File: config.mk
export PLATFORM = sky130hd
export DESIGN_NAME = wrlt_ram
export DESIGN_NICKNAME = d
export VERILOG_FILES = /design/src/rtl/wrlt_ram.sv
export SDC_FILE = /design/constraint.sdc
export NUM_CORES = 1
export LEC_CHECK = 0
export BUFFER_PORTS_ARGS = -buffer_cell sky130_fd_sc_hd__buf_2
export CAP_MARGIN = 30
export CELL_PAD_IN_SITES_DETAIL_PLACEMENT = 0
export CELL_PAD_IN_SITES_GLOBAL_PLACEMENT = 1
export CORE_UTILIZATION = 45
export CTS_BUF_LIST = sky130_fd_sc_hd__clkbuf_16
export DETAILED_ROUTE_END_ITERATION = 16
export GPL_TIMING_DRIVEN = 0
export PLACE_DENSITY_LB_ADDON = 0.1
export SYNTH_ARGS = -nofsm -noshare
export SYNTH_HDL_FRONTEND = slang
export SYNTH_SLANG_ARGS = --single-unit
File: constraint.sdc
create_clock -name clk_i -period 2.34 [get_ports clk_i]
set_input_delay 0.234 -clock clk_i [delete_from_list [all_inputs] [get_ports clk_i]]
set_output_delay 0.234 -clock clk_i [all_outputs]
set_load 0.005 [all_outputs]
File: src/rtl/wrlt_ram.sv
`timescale 1ns / 1ps
module wrlt_ram #(
  parameter int unsigned Width = 8,
  parameter int unsigned Depth = 16
) (
  input  logic                     clk_i,
  input  logic                     we_i,
  input  logic [$clog2(Depth)-1:0] waddr_i,
  input  logic [Width-1:0]         wdata_i,
  input  logic [$clog2(Depth)-1:0] raddr_i,
  output logic [Width-1:0]         rdata_o
);
  logic [Width-1:0] mem_q [Depth];

  always_ff @(posedge clk_i) begin
    if (we_i) mem_q[waddr_i] <= wdata_i;
    rdata_o <= mem_q[raddr_i];
  end
endmodule

Yosys cells after proc, flatten, opt, wreduce, memory -nomap -nowiden
Memory sizes are Yosys's and may differ from the RTL's. A register that Yosys moved wholly into a read port is not among the register bits.
Cells that the tools add are included.
- word-level logic and storage cells: 3
- bits in read-only memories: 0
- output and inout bits: 8
- input port bits: 18
- latch bits: 0
- memories kept: 1
- RAM bits: 128
- register bits after elaboration: 0
- memories (name ; words ; width ; rd ports ; clocked after Yosys merged registers in ; write ports ; RTL line ; source):
    mem_q ; 16 ; 8 ; 1 ; 1 ; 1 ; 13 ; logic [Width-1:0] mem_q [Depth];
- magnitude comparators: 0
- divide/modulo/power cells: 0
- add/sub/neg operators: 0
- mux-type cells: 2
- shift operators: 0
- reductions and logical operators: 0
- $mul: 0
- equal/unequal tests: 0
- bitwise logic cells: 0
- operators with widths (kind ; number):
    $mux W1 ; 2

Depth between registers and ports, before layout
Gate-level depths: netlist of the first run.
- depth after elaboration: 2
- gate-level depth with buffers: 5

Worst setup path after synthesis of the first run
No wires, ideal clock.
- path type: input to register
- start: input waddr_i[2]
- end: memory mem_q[0][0], enable pin
- stages on the path: 2
- data required time: 1.957 ns
- slack: 0.613 ns
- arrival: 1.344 ns
- setup time: 0.383 ns
- buffers on the path: 0
- path through: or3b_2 nor3_1
- RTL lines (element ; RTL line ; source):
    from (decl) ; 8 ; input logic [$clog2(Depth)-1:0] waddr_i,
    to (decl) ; 13 ;
Straight into the memory's write port.

Final worst setup path of the first run
- start: input waddr_i[2]
- end: memory mem_q[2][0], enable pin
Straight into the memory's write port.

==> results of run 1 <==
## flip-flops by register name (all words and copies together) (netlist names)
| name | flops |
|---|---|
| mem_q | 128 |
| rdata_o | 8 |
## worst max-delay path by stage
stage,from,end,slack [ps]
3_3_place_gp,waddr_i[2],mem_q[0][7],-10
4_1_cts,waddr_i[2],mem_q[2][0],770
5_1_grt,waddr_i[2],mem_q[2][0],720
6_report,waddr_i[2],mem_q[2][0],810
2_1_floorplan,waddr_i[2],mem_q[0][0],610
3_5_place_dp,waddr_i[2],mem_q[2][2],350
## power breakdown
part / leakage, uW / internal [uW] / total (uW) / switching [uW]
registers: 0.00122 / 2730 / 2740 / 11.4
clock network: 0.000263 / 1300 / 2180 / 886
logic: 0.000537 / 109 / 258 / 149
total: 0.00202 / 4130 / 5180 / 1050
## area by class of cell
class	count	area, um2	area share
clock inverters	14	57.56	0.009668
clock buffers	17	425.4	0.07146
flip-flops and latches	136	4004	0.6726
repair buffers	28	147.6	0.02480
well taps	140	175.2	0.02942
multi-input cells	83	1057	0.1776
plain buffers	10	86.33	0.01450
## worst max-delay path, cell delays in order
cell    delay [ps]
buf_2          110
or3b_2         530
nor2_1         680
## placed cells by master, fill, tap and decap left out
| cell type | instances |
|---|---|
| edfxtp_1 | 128 |
| buf_2 | 28 |
| mux4_2 | 18 |
| clkbuf_16 | 17 |
| a22oi_1 | 16 |
| mux4_1 | 14 |
| nor2_1 | 13 |
| nand2_1 | 9 |
| dfxtp_1 | 8 |
| inv_1 | 6 |
| buf_4 | 4 |
| nor3_1 | 4 |
| clkinv_1 | 4 |
| clkinv_2 | 4 |
| buf_6 | 3 |
| clkdlybuf4s25_2 | 3 |
| nand3b_1 | 2 |
| nand2b_1 | 2 |
| nor2b_1 | 1 |
| and2_1 | 1 |
| and2b_1 | 1 |
| nand3_1 | 1 |
| or3b_2 | 1 |
## per-layer routing
layer / wire length, um / global-route usage / up-vias
met2: 4571 / 0.2713 / 57
met5: 0 / 0 / -
met4: 99 / 0.06371 / 0
li1: - / - / 1071
met3: 477 / 0.04722 / 9
met1: 4725 / 0.2781 / 1218
## cells by family after synthesis
logic type | count (synthesis)
mux | 32
compound gates | 16
simple gates | 35
flops | 136
buf+inv | 10
## through the flow
stage / total power (uW) / hold WS [ps] / instance area [um2] / setup TNS, ps
floorplan: 2925 / 332.9 / 5147 / 0
global placement: 3042 / 609.3 / 5443 / -84.52
detailed placement: 3051 / 607.0 / 5470 / 0
CTS: 5222 / 225.9 / 5953 / 0
global route: 5336 / 236.9 / 5953 / 0
finish: 5177 / 226.4 / 5953 / 0
==> out/qor.txt, run 1 <==
Placed cells = 397
Post-Synth XOR/XNOR Area = 0
# fillers = 866
CP startpoint kind = input pin
FFs w/ async S/R, synth = 0
Post-synth EDFFs = 128
FMAX = 652.0 MHz
Worst Max-Slew Pin Slew = 860.5 ps
H-tree levels = 4
Dpl hpwl = 6.296 mm
GRT overflow = 0
Non-Filler Instances = 428
CTS Buffer Depth = 2
Nets = 294
Hold-fix buffers, CTS = 0
Chip Height = 109.0 um
Worst R2R Start = mem_q[5][0]
Final setup viols = 0
Synth cell count leaders = edfxtp_1 (128), mux4_2 (18), a22oi_1 (16), mux4_1 (14), nor2_1 (13)
Clock Skews = 9.300 ps
Fraction of the mapped netlist area in adder cells = 0
Min Tclk post-route = 1534 ps
Pin count of the biggest net entering global routing = 17
Clk Latency, worst-skew pair = 410 ps
Worst Hold Depth = 1
Die X = 109.0 um
Initial antenna violation count = 0
CP endpoint kind = flop
Multiplexer share of the synthesized area = 0.1502
Most common cell in the netlist = edfxtp_1
YS warnings = 0
Hold_sp = wdata_i[6]
Final critical-path share of the clock period = 0.6555
Ranking of synthesized cells by area = edfxtp_1 (75%), mux4_2 (7.9%), mux4_1 (7.1%)
GRT Total Usage = 0.1876
Reg2Reg Depth = 3
Detailed Route WL = 9.873 mm
Worst reg2reg setup slack = 870 ps
Top-Level Pins = 26
Status = finished clean
Maximum fanout along the worst path = 8
Post-CTS Setup Bufs = 0
RSZ-0062 raised after global routing = no
First-pass GRT wire length = 14.73 mm
TritonCTS clock tree = done
CP required = 2370 ps
Combinational family with the most area after synthesis = multiplexers
Compound-Gate Fraction of Synth Area = 0.02333
Register area share after synthesis = 0.7778
Fin. max-slew vios = 0
CTS Buf Count = 17
Vias in the first global route = 2363
Critical path class = input pin to flop
Mapped Avg Cell Area = 22.48 um2
Die ar. = 11870 um2
FF+latch count, synth = 136
Max cap viols = 0
Area of the core = 10980 um2
Max rail drop VDD = 0.3507 mV
Post-synthesis simple-gate area fraction = 0.03184
DP Worst Slack = 350.3 ps
Post-DRT Antenna Nets = 0
CP arrival = 1560 ps
Clk slew on worst S/H paths = 50 ps
# clock sinks = 136
Yosys top cell area share = 0.7467
Synth Instances = 229
Avg WL per Cell = 23.07 um
Unique masters post-synth = 19
Leakage = 0.002024 uW
Rows = 38
Endpoints failing hold = 0
Synth Cell Area = 5147 um2
Drt initial violations = 154
Share of cells above drive strength 1 = 0.2708
Hold Crit Class = input pin to flop
Final Core Density = 0.5420
Pre-Repair DR Iteration Count = 4
Starting Density = 0.4687
Area leader, netlist = edfxtp_1
Port-buffer cells = 24
Inserted Diodes = 0
Number of remaining DRC errors = 0
Routability cong. = 0.6581
Hold EP = mem_q[7][6]
Area delta synth->final = 15.65%
Post-CTS Resized = 0
Root Buffer = clkbuf_16
RR Endpoint = rdata_o[0]
Power per cell area = 869.5 nW/um2
DR vias/cell = 5.502
Final setup margin = 806.2 ps
DR vias = 2355
Prevailing post-synth register cell = edfxtp_1
Syn Nets = 247
Slew margin rel. = 0.4242
(Power assumes the default switching activity.)
==> run 2, diff against run 1 <==
ABC_AREA = 1   (was default)
CORE_UTILIZATION = 44   (was 45)
clock period = 1.3 ns   (was 2.34 ns; I/O delays follow)
==> run 2 against run 1 <==
Effect of this change:
- first-iteration DRC count rose by 110%
- final area increased by 13%
- setup slack worse by 710 ps
- sequential share of layout area shrank 7.9 points
- critical path depth is the same
- clock power up 130%
- via count grew 60%
- worst hold slack worse by 99 ps
- clock-buffer cell count is the same
==> out/qor.txt, run 2 <==
Chip Height = 116.5 um (was 109.0 um)
Leakage = 0.002928 uW (was 0.002024 uW)
# fillers = 1181 (was 866)
CP required = 1340 ps (was 2370 ps)
CTS Buf Count = 17 (unchanged)
Synth Instances = 551 (was 229)
Register area share after synthesis = 0.6943 (was 0.7778)
Met1 usage = 0.3269 (was 0.2781)
Dpl hpwl = 9.309 mm (was 6.296 mm)
Area leader, netlist = edfxtp_1 (unchanged)
Finished Cell Area = 6748 um2 (was 5953 um2)
Critical path class = input pin to flop (unchanged)
Final critical-path share of the clock period = 0.9247
Detailed Route WL = 14.08 mm (was 9.873 mm)
Prevailing post-synth register cell = edfxtp_1 (unchanged)
Top reg by flops = mem_q (unchanged)
Slew margin rel. = 0.3571 (was 0.4242)
Ranking of synthesized cells by area = edfxtp_1 (67%), nand2_1 (11%), nand3_1 (8.4%) (was edfxtp_1 (75%), mux4_2 (7.9%), mux4_1 (7.1%))
Status = finished clean (unchanged)
Synth Cell Area = 5767 um2 (was 5147 um2)
Number of remaining DRC errors = 0 (unchanged)
Root Buffer = clkbuf_16 (unchanged)
Biggest regs = mem_q (128), rdata_o (8) (unchanged)
Most common cell in the netlist = nand2_1 (was edfxtp_1)
Top-Level Pins = 26 (unchanged)
DR vias/cell = 4.821 (was 5.502)
Area delta synth->final = 17.01% (was 15.65%)
Avg WL per Cell = 18.04 um (was 23.07 um)
Power per cell area = 1582 nW/um2 (was 869.5 nW/um2)
FF+latch count, synth = 136 (unchanged)
Final setup viols = 0 (unchanged)
Syn Nets = 569 (was 247)
Post-CTS Setup Bufs = 0 (unchanged)
Commonest non-fill, non-tap cell in the layout = nand2_1 (was edfxtp_1)
GRT Total Usage = 0.2313 (was 0.1876)
GR met3 Demand/Resource = 0.05864 (was 0.04722)
Routability cong. = 0.7938 (was 0.6581)
CP startpoint kind = input pin (unchanged)
Overall power = 10680 uW (was 5177 uW)
FMAX = 831.9 MHz
Maximum fanout along the worst path = 8 (unchanged)
YS warnings = 0 (unchanged)
Initial antenna violation count = 0 (unchanged)
Area of the core = 12720 um2 (was 10980 um2)
Drt initial violations = 328 (was 154)
Fin. max-slew vios = 0 (unchanged)
Placed inst area = 6107 um2 (was 5470 um2)
Worst Max-Slew Pin Slew = 960.8 ps (was 860.5 ps)
Pre-Repair DR Iteration Count = 4 (unchanged)
H-tree levels = 4 (unchanged)
Final setup margin = 97.90 ps (was 806.2 ps)
Slowest cell on crit path = nor2_1 (unchanged)
Synth cell count leaders = nand2_1 (173), edfxtp_1 (128), inv_1 (100), nand3_1 (97), nor2_1 (17) (was edfxtp_1 (128), mux4_2 (18), a22oi_1 (16), mux4_1 (14), nor2_1 (13))
Mapped Avg Cell Area = 10.47 um2 (was 22.48 um2)
Max FFs per register = 128 (unchanged)
CP endpoint kind = flop (unchanged)
Share of cells above drive strength 1 = 0.1299 (was 0.2708)
Grt met2 use = 0.3432 (was 0.2713)
Yosys top cell area share = 0.6665 (was 0.7467)
Die X = 116.5 um (was 109.0 um)
Hold Crit Class = input pin to flop (unchanged)
Most frequent cells in the layout = nand2_1 (173), edfxtp_1 (128), inv_1 (100), nand3_1 (97), buf_2 (35) (was edfxtp_1 (128), buf_2 (28), mux4_2 (18), clkbuf_16 (17), a22oi_1 (16))
TritonCTS clock tree = done (unchanged)
Worst hold slack = 126.9 ps (was 226.4 ps)
DR vias = 3760 (was 2355)
Max rail drop VDD = 1.160 mV (was 0.3507 mV)
DP Worst Slack = -360.5 ps (was 350.3 ps)
FFs w/ async S/R, synth = 0 (unchanged)
Post-synth EDFFs = 128 (unchanged)
Port-buffer cells = 22 (was 24)
CTS Buffer Depth = 2 (unchanged)
Post-CTS Resized = 0 (unchanged)
Die ar. = 13570 um2 (was 11870 um2)
Grt peak-use layer = met2 (was met1)
Clock Skews = 6.076 ps (was 9.300 ps)
Hold-fix buffers, CTS = 0 (unchanged)
Unique masters post-synth = 12 (was 19)
Starting Density = 0.4533 (was 0.4687)
CP cell instances = buf_2 -> nand3b_1 -> nor2_1 (was buf_2 -> or3b_2 -> nor2_1)
Pin count of the biggest net entering global routing = 17 (unchanged)
GRT overflow = 0 (unchanged)
Max incr delay on CP = 760 ps (was 680 ps)
# clock sinks = 136 (unchanged)
Max cap viols = 0 (unchanged)
Vias in the first global route = 3309 (was 2363)
Post-DRT Antenna Nets = 0 (unchanged)
Min Tclk post-route = 1202 ps
Setup_tns = 0 ps (unchanged)
RSZ-0062 raised after global routing = no (unchanged)
Clk slew on worst S/H paths = 50 ps (about the same)
Nets = 613 (was 294)
Rows = 41 (was 38)
Inserted Diodes = 0 (unchanged)
CP arrival = 1240 ps (was 1560 ps)
First-pass GRT wire length = 20.77 mm (was 14.73 mm)
Endpoints failing hold = 0 (unchanged)
Clk Latency, worst-skew pair = 420 ps (was 410 ps)
## run 2: where the power goes
part / switching [uW] / internal [uW] / leakage, uW / total, uW
clock network: 1750 / 3370 / 0.000301 / 5110
logic: 447 / 189 / 0.00140 / 637
registers: 22.7 / 4900 / 0.00122 / 4930
## run 2: path summary, 6_finish.rpt
kind	to	slack, ps	depth (start not counted)	from
hold / removal	rdata_o[3]	130	4	raddr_i[2]
setup / recovery	mem_q[7][0]	100	3	waddr_i[3]
setup reg to reg	rdata_o[2]	280	6	mem_q[11][2]
hold reg to reg	rdata_o[3]	690	6	mem_q[5][3]
## run 2: final cells by class
cell class | count | area, um2 | area share
clock buffers | 17 | 425.4 | 0.06304
repair buffers | 25 | 132.6 | 0.01966
clock inverters | 15 | 207.7 | 0.03078
flip-flops and latches | 136 | 4004 | 0.5934
inverters | 102 | 382.9 | 0.05674
well taps | 172 | 215.2 | 0.03189
multi-input cells | 289 | 1214 | 0.1799
plain buffers | 24 | 166.4 | 0.02466
## run 2: stage by stage
| step | cells | utilization |
|---|---|---|
| 2_1_floorplan | 551 | - |
| 3_3_place_gp | 745 | 0.4789 |
| 3_5_place_dp | 747 | 0.4800 |
| 4_1_cts | 779 | 0.5298 |
| 5_1_grt | 780 | 0.5304 |
| 6_report | 780 | 0.5304 |
## run 2: logic make-up after synthesis
| logic type | Yosys count | synth area share |
|---|---|---|
| flip-flops | 136 | 0.6943 |
| buffers and inverters | 126 | 0.09525 |
| AND/OR/NAND/NOR | 289 | 0.2105 |
## run 2: metal layers
metal,vias to the layer above,part of all wire
met2,140,0.45
li1,1859,-
met5,-,0
met4,0,0.013
met3,16,0.072
met1,1745,0.46
## run 2: critical path, delay by kind of cell
family,cells,cell delay (ps)
simple gates,2,990
buf+inv,1,120
